[src/sv/pva_pkg.sv]
// Package for the polyphonic voice allocator: item and command types, op and
// action codes, field widths. No dependencies.

package pva_pkg;

    localparam int NOTE_W        = 7;
    localparam int VEL_W         = 7;
    localparam int VID_W         = 4;
    localparam int AGE_W         = 32;
    localparam int VOICE_LIMIT_W = 5;
    localparam int RESULT_CAP    = 16;
    localparam int RES_CNT_W     = $clog2(RESULT_CAP + 1);
    localparam logic [VOICE_LIMIT_W-1:0] VOICE_LIMIT_RST = VOICE_LIMIT_W'(8);

    localparam logic [2:0] OP_NOTE_ON    = 3'd0;
    localparam logic [2:0] OP_NOTE_OFF   = 3'd1;
    localparam logic [2:0] OP_PEDAL      = 3'd2;
    localparam logic [2:0] OP_VOICE_DONE = 3'd3;
    localparam logic [2:0] OP_ALL_OFF    = 3'd4;

    localparam logic [1:0] ACT_START   = 2'd0;
    localparam logic [1:0] ACT_STEAL   = 2'd1;
    localparam logic [1:0] ACT_RELEASE = 2'd2;

    typedef enum logic [2:0] {
        K_NOTE_ON,
        K_NOTE_OFF,
        K_PEDAL_UP,
        K_VOICE_DONE,
        K_ALL_OFF
    } t_kind;

    typedef struct packed {
        logic [2:0]        op;
        logic [NOTE_W-1:0] note;
        logic [VEL_W-1:0]  velocity;
        logic              pedal_down;
        logic [VID_W-1:0]  done_voice;
    } t_in_item;

    typedef struct packed {
        logic [1:0]        action;
        logic [VID_W-1:0]  voice_id;
        logic [NOTE_W-1:0] note_out;
        logic [VEL_W-1:0]  velocity_out;
        logic              last;
    } t_out_item;

    typedef struct packed {
        t_kind             kind;
        logic [NOTE_W-1:0] note;
        logic [VEL_W-1:0]  velocity;
        logic              pedal;
        logic [VID_W-1:0]  done_voice;
    } t_cmd;

endpackage

[src/sv/pva_fifo.sv]
// Small show-ahead FIFO in flip-flops, used for the command and result queues.
// Depends on nothing; DEPTH must be a power of two, at least 2.

module pva_fifo #(
    parameter int WIDTH = 1,
    parameter int DEPTH = 2
) (
    input  logic             i_clk,
    input  logic             i_rst_n,
    input  logic             i_push,
    input  logic [WIDTH-1:0] i_wdata,
    output logic             o_full,
    input  logic             i_pop,
    output logic [WIDTH-1:0] o_rdata,
    output logic             o_empty
);

    localparam int AW = $clog2(DEPTH);

    logic [WIDTH-1:0] r_mem [DEPTH];
    logic [AW-1:0]    r_wr_ptr;
    logic [AW-1:0]    r_rd_ptr;
    logic [AW:0]      r_count;
    logic             wr_en;
    logic             rd_en;

    assign o_full  = (r_count == (AW+1)'(DEPTH));
    assign o_empty = (r_count == '0);
    assign o_rdata = r_mem[r_rd_ptr];
    assign wr_en   = i_push && !o_full;
    assign rd_en   = i_pop && !o_empty;

    always_ff @(posedge i_clk) begin
        if (wr_en) begin
            r_mem[r_wr_ptr] <= i_wdata;
        end
    end

    always_ff @(posedge i_clk) begin
        if (!i_rst_n) begin
            r_wr_ptr <= '0;
            r_rd_ptr <= '0;
            r_count  <= '0;
        end else begin
            if (wr_en) begin
                r_wr_ptr <= r_wr_ptr + 1'b1;
            end
            if (rd_en) begin
                r_rd_ptr <= r_rd_ptr + 1'b1;
            end
            if (wr_en && !rd_en) begin
                r_count <= r_count + 1'b1;
            end else if (rd_en && !wr_en) begin
                r_count <= r_count - 1'b1;
            end
        end
    end

endmodule

[src/sv/pva_front.sv]
// Front end of the voice allocator: accepts input items, tracks the pedal and
// turns items into commands for the back end. Depends on pva_pkg.

module pva_front import pva_pkg::*; (
    input  logic     i_clk,
    input  logic     i_rst_n,
    input  logic     i_push,
    input  t_in_item i_item,
    output logic     o_full,
    input  logic     i_q_full,
    output logic     o_q_push,
    output t_cmd     o_q_cmd
);

    logic  r_pedal;
    logic  accept;
    logic  keep;
    t_kind kind;

    assign accept = i_push && !i_q_full;
    assign o_full = i_q_full;

    always_comb begin
        keep = 1'b0;
        kind = K_ALL_OFF;
        unique case (i_item.op)
            OP_NOTE_ON: begin
                keep = 1'b1;
                kind = (i_item.velocity != '0) ? K_NOTE_ON : K_NOTE_OFF;
            end
            OP_NOTE_OFF: begin
                keep = 1'b1;
                kind = K_NOTE_OFF;
            end
            OP_PEDAL: begin
                keep = (i_item.pedal_down != r_pedal) && !i_item.pedal_down;
                kind = K_PEDAL_UP;
            end
            OP_VOICE_DONE: begin
                keep = 1'b1;
                kind = K_VOICE_DONE;
            end
            OP_ALL_OFF: begin
                keep = 1'b1;
                kind = K_ALL_OFF;
            end
            default: begin
                keep = 1'b0;
                kind = K_ALL_OFF;
            end
        endcase
    end

    assign o_q_push           = accept && keep;
    assign o_q_cmd.kind       = kind;
    assign o_q_cmd.note       = i_item.note;
    assign o_q_cmd.velocity   = i_item.velocity;
    assign o_q_cmd.pedal      = r_pedal;
    assign o_q_cmd.done_voice = i_item.done_voice;

    always_ff @(posedge i_clk) begin
        if (!i_rst_n) begin
            r_pedal <= 1'b0;
        end else if (accept && (i_item.op == OP_PEDAL)) begin
            r_pedal <= i_item.pedal_down;
        end
    end

endmodule

[src/sv/pva_back.sv]
// Back end of the voice allocator: voice flags, note/age memory, the per-voice
// scan that picks, steals and releases voices. Depends on pva_pkg.

module pva_back import pva_pkg::*; #(
    parameter int MAX_VOICES = 16
) (
    input  logic                     i_clk,
    input  logic                     i_rst_n,
    input  logic [VOICE_LIMIT_W-1:0] i_voice_limit,
    input  logic                     i_q_empty,
    input  t_cmd                     i_q_cmd,
    output logic                     o_q_pop,
    input  logic                     i_out_full,
    output logic                     o_out_push,
    output t_out_item                o_out_item
);

    localparam int IDX_W = (MAX_VOICES > 1) ? $clog2(MAX_VOICES) : 1;
    localparam int CNT_W = $clog2(MAX_VOICES + 1);
    localparam int LIM_W = (CNT_W > VOICE_LIMIT_W) ? CNT_W : VOICE_LIMIT_W;
    localparam int VX_W  = (IDX_W > VID_W) ? IDX_W : VID_W;
    localparam logic [LIM_W-1:0] MAX_L = LIM_W'(MAX_VOICES);

    typedef enum logic [1:0] {
        ST_IDLE,
        ST_SCAN,
        ST_DRAIN,
        ST_PICK
    } t_state;

    function automatic logic [VID_W-1:0] to_vid(input logic [IDX_W-1:0] idx);
        logic [VX_W-1:0] x;
        x = VX_W'(idx);
        return x[VID_W-1:0];
    endfunction

    t_state r_state;
    t_cmd   r_cmd;

    logic [MAX_VOICES-1:0] r_active;
    logic [MAX_VOICES-1:0] r_rel;
    logic [MAX_VOICES-1:0] r_held;
    logic [AGE_W-1:0]      r_next_order;

    logic [NOTE_W-1:0] mem_note [MAX_VOICES];
    logic [AGE_W-1:0]  mem_age  [MAX_VOICES];
    logic [NOTE_W-1:0] r_mem_note;
    logic [AGE_W-1:0]  r_mem_age;

    logic [CNT_W-1:0] r_len;
    logic [CNT_W-1:0] r_rd_idx;
    logic             r_issuing;
    logic             r_ev_vld;
    logic [IDX_W-1:0] r_ev_idx;
    logic             r_ev_last;

    logic                 r_pend_vld;
    t_out_item            r_pend;
    logic [RES_CNT_W-1:0] r_emit_cnt;

    logic             r_free_vld;
    logic [IDX_W-1:0] r_free_idx;
    logic             r_rel_vld;
    logic [IDX_W-1:0] r_rel_idx;
    logic [AGE_W-1:0] r_rel_age;
    logic             r_old_vld;
    logic [IDX_W-1:0] r_old_idx;
    logic [AGE_W-1:0] r_old_age;

    logic [LIM_W-1:0] lim_ext;
    logic [LIM_W-1:0] lim_l;
    logic [CNT_W-1:0] lim_c;
    logic             done_ok;
    logic [IDX_W-1:0] done_idx;
    logic [IDX_W-1:0] rd_idx;
    logic [CNT_W-1:0] rd_next;
    logic             rd_en;
    logic             ev_act;
    logic             ev_rel;
    logic             ev_held;
    logic             ev_emit;
    logic             ev_set_rel;
    logic             ev_set_held;
    logic             ev_clr_held;
    logic             scan_ev;
    logic             emit_rep;
    logic             stall;
    t_out_item        rel_item;
    logic [IDX_W-1:0] pick_idx;
    t_out_item        pick_item;
    logic             wr_en;

    assign lim_ext = LIM_W'(i_voice_limit);
    assign lim_l   = (lim_ext == '0) ? LIM_W'(1) : ((lim_ext > MAX_L) ? MAX_L : lim_ext);
    assign lim_c   = lim_l[CNT_W-1:0];

    assign done_ok  = (int'(i_q_cmd.done_voice) < MAX_VOICES);
    assign done_idx = IDX_W'(i_q_cmd.done_voice);

    assign rd_idx  = r_rd_idx[IDX_W-1:0];
    assign rd_next = r_rd_idx + 1'b1;

    assign ev_act  = r_active[r_ev_idx];
    assign ev_rel  = r_rel[r_ev_idx];
    assign ev_held = r_held[r_ev_idx];

    always_comb begin
        ev_emit     = 1'b0;
        ev_set_rel  = 1'b0;
        ev_set_held = 1'b0;
        ev_clr_held = 1'b0;
        unique case (r_cmd.kind)
            K_NOTE_OFF: begin
                if (ev_act && (r_mem_note == r_cmd.note) && !ev_rel && !ev_held) begin
                    if (r_cmd.pedal) begin
                        ev_set_held = 1'b1;
                    end else begin
                        ev_set_rel = 1'b1;
                        ev_emit    = 1'b1;
                    end
                end
            end
            K_PEDAL_UP: begin
                ev_clr_held = ev_held;
                if (ev_held && ev_act && !ev_rel) begin
                    ev_set_rel = 1'b1;
                    ev_emit    = 1'b1;
                end
            end
            K_ALL_OFF: begin
                ev_clr_held = 1'b1;
                ev_set_rel  = ev_act;
                ev_emit     = ev_act;
            end
            default: begin
                ev_emit = 1'b0;
            end
        endcase
    end

    assign scan_ev  = (r_state == ST_SCAN) && r_ev_vld;
    assign emit_rep = scan_ev && ev_emit && (r_emit_cnt < RES_CNT_W'(RESULT_CAP));
    assign stall    = emit_rep && r_pend_vld && i_out_full;
    assign rd_en    = (r_state == ST_SCAN) && r_issuing && !stall;

    assign rel_item.action       = ACT_RELEASE;
    assign rel_item.voice_id     = to_vid(r_ev_idx);
    assign rel_item.note_out     = '0;
    assign rel_item.velocity_out = '0;
    assign rel_item.last         = 1'b0;

    assign pick_idx = r_free_vld ? r_free_idx : (r_rel_vld ? r_rel_idx : r_old_idx);
    assign pick_item.action       = r_active[pick_idx] ? ACT_STEAL : ACT_START;
    assign pick_item.voice_id     = to_vid(pick_idx);
    assign pick_item.note_out     = r_cmd.note;
    assign pick_item.velocity_out = r_cmd.velocity;
    assign pick_item.last         = 1'b1;

    assign wr_en   = (r_state == ST_PICK) && !i_out_full;
    assign o_q_pop = (r_state == ST_IDLE) && !i_q_empty;

    always_comb begin
        o_out_push = 1'b0;
        o_out_item = r_pend;
        unique case (r_state)
            ST_SCAN: begin
                o_out_push = emit_rep && r_pend_vld && !i_out_full;
            end
            ST_DRAIN: begin
                o_out_push      = r_pend_vld && !i_out_full;
                o_out_item.last = 1'b1;
            end
            ST_PICK: begin
                o_out_push = !i_out_full;
                o_out_item = pick_item;
            end
            default: begin
                o_out_push = 1'b0;
            end
        endcase
    end

    always_ff @(posedge i_clk) begin
        if (wr_en) begin
            mem_note[pick_idx] <= r_cmd.note;
            mem_age[pick_idx]  <= r_next_order;
        end
        if (rd_en) begin
            r_mem_note <= mem_note[rd_idx];
            r_mem_age  <= mem_age[rd_idx];
        end
    end

    always_ff @(posedge i_clk) begin
        if (!i_rst_n) begin
            r_state      <= ST_IDLE;
            r_active     <= '0;
            r_rel        <= '0;
            r_held       <= '0;
            r_next_order <= AGE_W'(1);
            r_issuing    <= 1'b0;
            r_ev_vld     <= 1'b0;
            r_pend_vld   <= 1'b0;
            r_emit_cnt   <= '0;
            r_free_vld   <= 1'b0;
            r_rel_vld    <= 1'b0;
            r_old_vld    <= 1'b0;
        end else begin
            unique case (r_state)
                ST_IDLE: begin
                    if (!i_q_empty) begin
                        r_cmd <= i_q_cmd;
                        if (i_q_cmd.kind == K_VOICE_DONE) begin
                            if (done_ok && r_active[done_idx]) begin
                                r_active[done_idx] <= 1'b0;
                                r_rel[done_idx]    <= 1'b0;
                                r_held[done_idx]   <= 1'b0;
                            end
                        end else begin
                            r_state    <= ST_SCAN;
                            r_len      <= (i_q_cmd.kind == K_NOTE_ON) ? lim_c
                                                                      : CNT_W'(MAX_VOICES);
                            r_rd_idx   <= '0;
                            r_issuing  <= 1'b1;
                            r_ev_vld   <= 1'b0;
                            r_pend_vld <= 1'b0;
                            r_emit_cnt <= '0;
                            r_free_vld <= 1'b0;
                            r_rel_vld  <= 1'b0;
                            r_old_vld  <= 1'b0;
                        end
                    end
                end
                ST_SCAN: begin
                    if (!stall) begin
                        if (r_issuing) begin
                            r_ev_vld  <= 1'b1;
                            r_ev_idx  <= rd_idx;
                            r_ev_last <= (rd_next == r_len);
                            r_rd_idx  <= rd_next;
                            if (rd_next == r_len) begin
                                r_issuing <= 1'b0;
                            end
                        end else begin
                            r_ev_vld <= 1'b0;
                        end
                        if (r_ev_vld) begin
                            if (ev_set_rel) begin
                                r_rel[r_ev_idx] <= 1'b1;
                            end
                            if (ev_set_held) begin
                                r_held[r_ev_idx] <= 1'b1;
                            end
                            if (ev_clr_held) begin
                                r_held[r_ev_idx] <= 1'b0;
                            end
                            if (emit_rep) begin
                                r_pend     <= rel_item;
                                r_pend_vld <= 1'b1;
                                r_emit_cnt <= r_emit_cnt + 1'b1;
                            end
                            if (r_cmd.kind == K_NOTE_ON) begin
                                if (!ev_act && !r_free_vld) begin
                                    r_free_vld <= 1'b1;
                                    r_free_idx <= r_ev_idx;
                                end
                                if (ev_rel && (!r_rel_vld || (r_mem_age < r_rel_age))) begin
                                    r_rel_vld <= 1'b1;
                                    r_rel_idx <= r_ev_idx;
                                    r_rel_age <= r_mem_age;
                                end
                                if (!r_old_vld || (r_mem_age < r_old_age)) begin
                                    r_old_vld <= 1'b1;
                                    r_old_idx <= r_ev_idx;
                                    r_old_age <= r_mem_age;
                                end
                            end
                            if (r_ev_last) begin
                                r_state <= (r_cmd.kind == K_NOTE_ON) ? ST_PICK : ST_DRAIN;
                            end
                        end
                    end
                end
                ST_DRAIN: begin
                    if (!r_pend_vld) begin
                        r_state <= ST_IDLE;
                    end else if (!i_out_full) begin
                        r_pend_vld <= 1'b0;
                        r_state    <= ST_IDLE;
                    end
                end
                ST_PICK: begin
                    if (!i_out_full) begin
                        r_active[pick_idx] <= 1'b1;
                        r_rel[pick_idx]    <= 1'b0;
                        r_held[pick_idx]   <= 1'b0;
                        if (r_next_order != '1) begin
                            r_next_order <= r_next_order + 1'b1;
                        end
                        r_state <= ST_IDLE;
                    end
                end
                default: begin
                    r_state <= ST_IDLE;
                end
            endcase
        end
    end

`ifndef NO_ASSERTIONS
    a_rel_needs_active: assert property (@(posedge i_clk) disable iff (!i_rst_n)
        (r_rel & ~r_active) == '0)
        else $error("releasing voice is not active");

    a_held_needs_active: assert property (@(posedge i_clk) disable iff (!i_rst_n)
        (r_held & ~r_active) == '0)
        else $error("held voice is not active");

    a_order_nonzero: assert property (@(posedge i_clk) disable iff (!i_rst_n)
        r_next_order != '0)
        else $error("start order counter wrapped to zero");

    a_push_has_room: assert property (@(posedge i_clk) disable iff (!i_rst_n)
        o_out_push |-> !i_out_full)
        else $error("result pushed into a full queue");

    a_idle_no_pending: assert property (@(posedge i_clk) disable iff (!i_rst_n)
        (r_state == ST_IDLE) |-> (!r_pend_vld && (r_emit_cnt <= RES_CNT_W'(RESULT_CAP))))
        else $error("pending release left behind at idle");
`endif

endmodule

[src/sv/poly_voice_allocator.sv]
// Polyphonic voice allocator: assigns voices to note events, stealing the oldest
// releasing voice (else the oldest) when full; issues start, steal, release.
//
// Input queue side: an item (op, note, velocity, pedal_down, done_voice) is
// taken when push is high and full is low. Result queue side: the oldest
// result sits on o_result while empty is low and leaves when pop is high.
// The voice limit register is written through i_cfg_we / i_cfg_data.
// A front end classifies items into a two-entry command queue; the back end
// scans voices one per cycle through the note/age memory, unless the scan
// stalls on a full result queue. A note-on scans the first voice_limit
// voices and a note-off, pedal-up or all-notes-off scans all MAX_VOICES.
// A voice-done is handled without a scan; dropped items never reach the
// back end.
// The scan pauses while a release waits on the full four-entry result queue,
// so a stalled receiver backs up into full without losing items.
// Reset clears all voices and the pedal, restarts the start-order counter,
// and sets the voice limit to 8; no clearing pass is needed.
// Depends on pva_pkg, pva_fifo, pva_front and pva_back.

module poly_voice_allocator import pva_pkg::*; #(
    parameter int MAX_VOICES = 16
) (
    input  logic                     i_clk,
    input  logic                     i_rst_n,
    input  logic                     push,
    input  t_in_item                 i_item,
    output logic                     full,
    input  logic                     pop,
    output t_out_item                o_result,
    output logic                     empty,
    input  logic                     i_cfg_we,
    input  logic [VOICE_LIMIT_W-1:0] i_cfg_data
);

    localparam int CMD_W = $bits(t_cmd);
    localparam int RES_W = $bits(t_out_item);

    logic [VOICE_LIMIT_W-1:0] r_voice_limit;

    logic             q_push;
    t_cmd             q_cmd_in;
    logic             q_full;
    logic             q_pop;
    logic             q_empty;
    logic [CMD_W-1:0] q_rdata;
    t_cmd             q_cmd_out;

    logic             out_push;
    t_out_item        out_item;
    logic             out_full;
    logic [RES_W-1:0] out_rdata;

    always_ff @(posedge i_clk) begin
        if (!i_rst_n) begin
            r_voice_limit <= VOICE_LIMIT_RST;
        end else if (i_cfg_we) begin
            r_voice_limit <= i_cfg_data;
        end
    end

    pva_front u_front (
        .i_clk    (i_clk),
        .i_rst_n  (i_rst_n),
        .i_push   (push),
        .i_item   (i_item),
        .o_full   (full),
        .i_q_full (q_full),
        .o_q_push (q_push),
        .o_q_cmd  (q_cmd_in)
    );

    pva_fifo #(
        .WIDTH (CMD_W),
        .DEPTH (2)
    ) u_cmd_q (
        .i_clk   (i_clk),
        .i_rst_n (i_rst_n),
        .i_push  (q_push),
        .i_wdata (q_cmd_in),
        .o_full  (q_full),
        .i_pop   (q_pop),
        .o_rdata (q_rdata),
        .o_empty (q_empty)
    );

    assign q_cmd_out = t_cmd'(q_rdata);

    pva_back #(
        .MAX_VOICES (MAX_VOICES)
    ) u_back (
        .i_clk         (i_clk),
        .i_rst_n       (i_rst_n),
        .i_voice_limit (r_voice_limit),
        .i_q_empty     (q_empty),
        .i_q_cmd       (q_cmd_out),
        .o_q_pop       (q_pop),
        .i_out_full    (out_full),
        .o_out_push    (out_push),
        .o_out_item    (out_item)
    );

    pva_fifo #(
        .WIDTH (RES_W),
        .DEPTH (4)
    ) u_res_q (
        .i_clk   (i_clk),
        .i_rst_n (i_rst_n),
        .i_push  (out_push),
        .i_wdata (out_item),
        .o_full  (out_full),
        .i_pop   (pop),
        .o_rdata (out_rdata),
        .o_empty (empty)
    );

    assign o_result = t_out_item'(out_rdata);

endmodule
[config.mk]
export PLATFORM = sky130hd
export DESIGN_NAME = poly_voice_allocator
export DESIGN_NICKNAME = d
export VERILOG_FILES = /design/src/sv/pva_pkg.sv /design/src/sv/pva_fifo.sv /design/src/sv/pva_front.sv /design/src/sv/pva_back.sv /design/src/sv/poly_voice_allocator.sv
export SDC_FILE = /design/constraint.sdc
export NUM_CORES = 1
export LEC_CHECK = 0
export BUFFER_PORTS_ARGS = -buffer_cell sky130_fd_sc_hd__buf_2
export CORE_MARGIN = 2
export CORE_UTILIZATION = 44
export DETAILED_ROUTE_END_ITERATION = 10
export PLACE_DENSITY_LB_ADDON = 0.08
export SETUP_SLACK_MARGIN = 0.02
export SKIP_LAST_GASP = 1
export SYNTH_ARGS = -nofsm -noshare
export SYNTH_HDL_FRONTEND = slang
export SYNTH_SLANG_ARGS = --single-unit
[constraint.sdc]
create_clock -name i_clk -period 7.85 [get_ports i_clk]
set_clock_uncertainty 0.2 [all_clocks]
set_input_delay 1.1775 -clock i_clk [delete_from_list [all_inputs] [get_ports i_clk]]
set_output_delay 1.1775 -clock i_clk [all_outputs]
set_load 0.03 [all_outputs]
==> impl_metrics.toml, run 1 <==
[status]
status = "finished clean"

[global_routing]
grtUsageMet2 = 0.325
use_met3 = 0.0353
grt_pass1_wl_um = 149000
grt.met1_usage = 0.305
grt-busiest-layer = "met2"
overflow = 0
grt_max_degree = 93
antenna_found_initial = 0
track_usage = 0.208
grt_pass1_vias = 22300

[setup_path]
rr_endpoint = "u_res_q.r_count[2]$_SDFFE_PN0P_"
r2r_slack_ns = 2.91
crit_path_end_kind = "flip-flop"
reg2reg_depth = 13
path_max_fanout = 18
critPathKind = "reg2reg"
cp.required_ns = 8.26
arrival_ns = 5.35
startpoint_type = "flip-flop"
r2r_start = "u_back.pick_item[8]$_DFFE_PP_"

[timing]
period_share = 0.629
maxSlewViolCount = 0
relSlewSlack = 0.163
hold_viol = 0
whs_ns = 0.277
tns_ns = 0
rsz0062_at_grt = "no"
max_freq_mhz = 202
tightest_slew_ns = 1.24
finalSetupViolCount = 0
period_needed_ns = 4.94

[die]
start_util = 0.444
die_area_sq_um = 96600
die_h_um = 311
rows = 112
pin_count = 55
coreArea_sq_um = 93300
die_x_um = 311

[power]
power.density_nw_per_um2 = 280
power_leakage_nw = 15.7
ir_drop_mv = 0.207

[routing]
post-route-drc-count = 0
wl_um = 100000
via_per_inst = 5.76
dr.first_iter.drc_count = 2192
routedWlPerCell_um = 26.6
drt_first_pass_iters = 7
drtAntennaViolNets = 0
vias = 21700

[logic_synthesis]
synth.net_count = 2425
synth-edff-count = 904
async_flop_share = 0
synth_cell_type_count = 79
syn-cell-area_sq_um = 41400
synth_cells = 2317
avgSynthCellArea_sq_um = 17.9
ys_seq_area_frac = 0.710
ys_ff_latch = 1017
synth_ff_type = "edfxtp_1"
ys_warn_count = 0

[clock_tree]
cts_tree = "built"
clkTransAtPathRegs_ns = 0.06
cts_setup_buffers = 0
cts.sinks = 1017
cts_root_buf = "clkbuf_16"
clk_latency_ns = 0.69
h-tree-depth = 3
postCtsHoldBufs = 0
numCtsBuffers = 108
cts.path.max_buffers = 3
post_cts_resized = 0

[cells_and_area]
fillerInstances = 7727
final_cell_mix = "904 x edfxtp_1, 228 x mux4_2, 137 x nand2_1"
fin_cells = 3772
final_common_cell = "edfxtp_1"
area_growth_pct = 13.2
final_util = 0.502
nets = 2535
drive_gt1_frac = 0.229

[worst_hold_path]
whs_endpoint = "u_back.r_emit_cnt[3]$_SDFFE_PN0P_"
hold_depth = 2
hp-start = "u_back.r_emit_cnt[3]$_SDFFE_PN0P_"
hold_path.class = "reg2reg"

[place]
port_buffers = 54
dp_hpwl_um = 58200
dp.cells = 3571
place_congestion = 0.844

[job]
max_cap_violations = 0
metrics by stage:
stage | setup WS, ns | power, mW | cell area (sq um)
floorplan | 1.70 | 7.63 | 41400
CTS | 3.01 | 13.3 | 46900
global route | 2.55 | 13.6 | 46900
finish | 2.91 | 13.1 | 46900
global placement | 3.12 | 8.22 | 43400
detailed placement | 3.03 | 8.24 | 43400
sequential cells by signal, summed over array words and instances, names as in the netlist, 7 cells and up, named ones only:
name / cells
u_back.mem_age: 512
u_back.mem_note: 112
u_back.pick_item: 14
u_back.r_active: 16
u_back.r_held: 16
u_back.r_mem_age: 32
u_back.r_mem_note: 7
u_back.r_next_order: 32
u_back.r_old_age: 32
u_back.r_rel: 16
u_back.r_rel_age: 32
u_cmd_q.r_mem: 44
u_res_q.r_mem: 84
per-layer routing:
layer,part of all wire,wire (um),vias to the layer above
met5,0,0,-
met4,0.019,1950,0
met2,0.47,46900,577
met1,0.46,46000,11500
li1,-,-,9526
met3,0.056,5600,128
cell usage after synthesis (all sizes together) (28+ instances only):
cell type / number / area share
a21o: 31 / 0.0056
a21oi: 51 / 0.0063
a31oi: 35 / 0.0053
and2: 31 / 0.0047
buf: 34 / 0.0044
clkbuf: 67 / 0.0061
dfxtp: 113 / 0.055
edfxtp: 904 / 0.66
ha: 75 / 0.023
inv: 82 / 0.0074
mux2i: 28 / 0.0071
mux4: 228 / 0.12
nand2: 137 / 0.012
nand4: 30 / 0.0045
nor2: 103 / 0.0093
nor3: 46 / 0.0056
xor2: 32 / 0.0068
logic make-up (layout without fill, tap and decap cells):
family,count (synthesis),in the layout,synth area share
DFF,1017,1017,0.710
and+or+nand+nor,464,464,0.0550
muxes,282,282,0.138
AOI/OAI and AO/OA,239,239,0.0440
buffers and inverters,184,384,0.0180
adders and majority gates,76,76,0.0231
xor gates and xnor gates,55,55,0.0116
other,0,1,0
report_power, final:
part | internal (mW) | leakage [nW] | total [mW] | switching, mW
logic | 0.806 | 4.85 | 1.94 | 1.13
registers | 6.04 | 9.14 | 6.17 | 0.135
clock network | 2.91 | 1.72 | 5.01 | 2.10
total | 9.76 | 15.7 | 13.1 | 3.36
worst max-delay path by stage:
| stage | startpoint | cells after the start | slack [ns] | to |
|---|---|---|---|---|
| finish | u_back.pick_item[8]$_DFFE_PP_ | 13 | 2.91 | u_res_q.r_count[2]$_SDFFE_PN0P_ |
| global route | u_back.pick_item[8]$_DFFE_PP_ | 13 | 2.55 | u_res_q.r_count[2]$_SDFFE_PN0P_ |
| CTS | u_back.pick_item[11]$_DFFE_PP_ | 13 | 3.01 | u_res_q.r_count[2]$_SDFFE_PN0P_ |
| detailed placement | u_back.pick_item[8]$_DFFE_PP_ | 13 | 3.03 | u_res_q.r_count[2]$_SDFFE_PN0P_ |
| global placement | u_back.pick_item[8]$_DFFE_PP_ | 13 | 3.12 | u_res_q.r_count[2]$_SDFFE_PN0P_ |
| floorplan | u_back.r_mem_age[25]$_DFFE_PP_ | 9 | 1.70 | u_back.r_rel_age[0]$_DFFE_PP_ |
cell type report:
type                            instances  area (sq um)  share of cell area
Tap cell                             1254          1570              0.0335
Inverter                               83           312             0.00665
Antenna cell                            1          2.50           0.0000534
Timing Repair Buffer                  101           636              0.0136
Clock buffer                          145          3000              0.0639
Sequential cell                      1017         29400               0.627
Multi-Input combinational cell       1116         11400               0.244
Clock inverter                         55           512              0.0109
worst max-delay path, stage by stage (launching register included):
cell and delay [ns]:
edfxtp_1 0.65, xnor2_1 0.36, nand4_1 0.12, nor3_1 0.77, o2111ai_2 0.24, nor3_1 0.34, nor3_1 0.12, nor4_2 0.61
ha_1 0.31, inv_1 0.07, fa_1 0.44, xor2_1 0.16, or3_1 0.32, a21oi_1 0.13
No activity file was read; power rests on OpenSTA's default activity.
==> run 2: changes to the inputs <==
==> constraint.sdc (replaced) <==
create_clock -name i_clk -period 4.5 [get_ports i_clk]
set_clock_uncertainty 0.2 [all_clocks]
set_input_delay 0.675 -clock i_clk [delete_from_list [all_inputs] [get_ports i_clk]]
set_output_delay 0.675 -clock i_clk [all_outputs]
set_load 0.03 [all_outputs]
==> run 2 against run 1 <==
  * First-iteration DRC count is 14% lower
  * Flip-flop and latch count stayed put
  * Critical path depth is 1 higher
  * Sequential share of layout area is 1.1 points lower
  * Non-clock buffer count is 60 higher
  * Die area stayed put
  * Final area is 1.8% higher
  * Hold slack worse by 0.24 ns
  * Via count is 1.0% higher
  * Largest power group unchanged
==> impl_metrics.toml, run 2 (synthesis results as in run 1) <==
[clock_tree]
cts_tree = "built"
numCtsBuffers = 107
clkTransAtPathRegs_ns = 0.06
clk_latency_ns = 0.69
cts_root_buf = "clkbuf_16"
h-tree-depth = 3
cts.path.max_buffers = 3
cts_setup_buffers = 0
cts.sinks = 1017

[power]
power.density_nw_per_um2 = 486
power_leakage_nw = 16.1
ir_drop_mv = 0.409

[cells_and_area]
fillerInstances = 7610
final_util = 0.511
nets = 2594
top_regs = "u_back.mem_age x512, u_back.mem_note x112, u_res_q.r_mem x84"
drive_gt1_frac = 0.238
multi_input_area_sq_um = 11400
fin_area_sq_um = 47700
final_common_cell = "edfxtp_1"
final_cell_mix = "904 x edfxtp_1, 228 x mux4_2, 137 x nand2_1"
largest_reg_flops = 512
seqCellArea_sq_um = 29400
area_growth_pct = 15.3
regMostFlops = "u_back.mem_age"

[setup_path]
r2r_slack_ns = 0.33
critical_path_depth = 14
arrival_ns = 4.58
cp_cell_sequence = "buf_4 -> mux2i_1 -> a22oi_1 -> a21oi_1 -> o2111ai_2 -> nor3_1 -> nor3_1 -> nor4_2 -> ha_1 -> inv_1 -> fa_1 -> xor2_1 -> or3_1 -> a21oi_1"
cp-startpoint = "u_back.r_ev_idx[1]$_DFFE_PP_"
critPathKind = "reg2reg"
reg2reg_depth = 14
rr_endpoint = "u_res_q.r_count[2]$_SDFFE_PN0P_"
slowest_delay_ns = 0.84
cp.required_ns = 4.91
crit_slowest_cell = "edfxtp_1"
critPathTopFamily = "simple AND/OR/NAND/NOR gates"
crit_end = "u_res_q.r_count[2]$_SDFFE_PN0P_"
startpoint_type = "flip-flop"
r2r_start = "u_back.r_ev_idx[1]$_DFFE_PP_"
crit_path_end_kind = "flip-flop"
path_max_fanout = 18
crit_buf_inv = 2

[place]
place_congestion = 0.904
port_buffers = 54
dp_hpwl_um = 58900
place_area_sq_um = 43900

[timing]
max_freq_mhz = 240
period_needed_ns = 4.17
rsz0062_at_grt = "no"
period_share = 0.926
tns_ns = 0
relSlewSlack = 0.247
hold_viol = 0
finalSetupViolCount = 0
maxSlewViolCount = 0
tightest_slew_ns = 1.13

[routing]
routedWlPerCell_um = 26.0
drtAntennaViolNets = 0
via_per_inst = 5.72
post-route-drc-count = 0
vias = 21900
drt_first_pass_iters = 5
dr.first_iter.drc_count = 1879
wl_um = 99500

[global_routing]
grt_max_degree = 94
antenna_found_initial = 4
grt_pass1_wl_um = 148000
track_usage = 0.206
overflow = 0
grt_pass1_vias = 22500

[status]
status = "finished clean"

[worst_hold_path]
hold_path.class = "in2reg"

[die]
start_util = 0.444
coreArea_sq_um = 93300
die_h_um = 311
die_area_sq_um = 96600
die_x_um = 311
pin_count = 55
rows = 112

[job]
max_cap_violations = 0
-- run 2: changes by cell type in the layout (fill, tap and decap cells not counted), moves of 3 or more --
cell / delta
buf_12: +23
buf_4: +17
bufinv_16: +5
clkbuf_1: +11
clkbuf_16: -3
clkinv_1: -7
clkinv_2: -4
dlygate4sd3_1: +20
inv_16: -3
-- run 2: layout make-up --
| type | instances | share of cell area |
|---|---|---|
| antenna | 1 | 0.0000524 |
| clock buffer | 154 | 0.0624 |
| clock inverter | 47 | 0.0126 |
| inverter | 83 | 0.00653 |
| multi-input combinational | 1116 | 0.240 |
| sequential | 1017 | 0.616 |
| tap | 1254 | 0.0329 |
| timing repair buffer | 161 | 0.0298 |
-- run 2: timing repair --
action                    4_1_cts  5_1_grt
hold endpoints to repair       38        0
hold buffers                   20        0
resized for setup               0        0
-- run 2: power by group --
group | switching [mW] | internal, mW
logic | 2.02 | 1.49
clock network | 3.63 | 5.29
registers | 0.246 | 10.5
-- run 2: worst min-delay path by stage --
stage,depth (start not counted),start,slack [ns],to
final,3,i_cfg_data[1],0.04,r_voice_limit[1]$_SDFFE_PN0P_
after global routing,3,i_cfg_data[1],0.01,r_voice_limit[1]$_SDFFE_PN0P_
after CTS,3,i_item[4],0.001,u_front.r_pedal$_SDFFE_PN0P_
after detailed placement,2,u_back.r_emit_cnt[3]$_SDFFE_PN0P_,0.26,u_back.r_emit_cnt[3]$_SDFFE_PN0P_
after global placement,2,u_back.r_emit_cnt[3]$_SDFFE_PN0P_,0.25,u_back.r_emit_cnt[3]$_SDFFE_PN0P_
after floorplan,0,u_back.r_rd_idx[2]$_SDFFCE_PN0P_,0.22,u_back.r_ev_idx[2]$_DFFE_PP_
-- run 2: per-stage QoR --
stage	hold WS (ns)	total power [mW]	setup WS (ns)	instances
after floorplan	0.224	13.3	0.139	2317
after global placement	0.252	14.5	0.462	3611
after detailed placement	0.264	14.5	0.348	3611
after CTS	0.00137	23.5	0.372	3832
after global routing	0.0136	24.1	0.0710	3832
final	0.0401	23.2	0.335	3833
-- run 2: worst min-delay path, cell delays in order --
cell	delay [ns]
buf_2	0.09
mux2i_1	0.06
nor2_1	0.08
-- run 2: layer usage --
metal	share of wire	up-vias	GRT usage
met1	0.45	11600	0.301
li1	-	9647	-
met4	0.021	0	0.0517
met2	0.47	594	0.325
met5	0	-	0
met3	0.054	136	0.0335
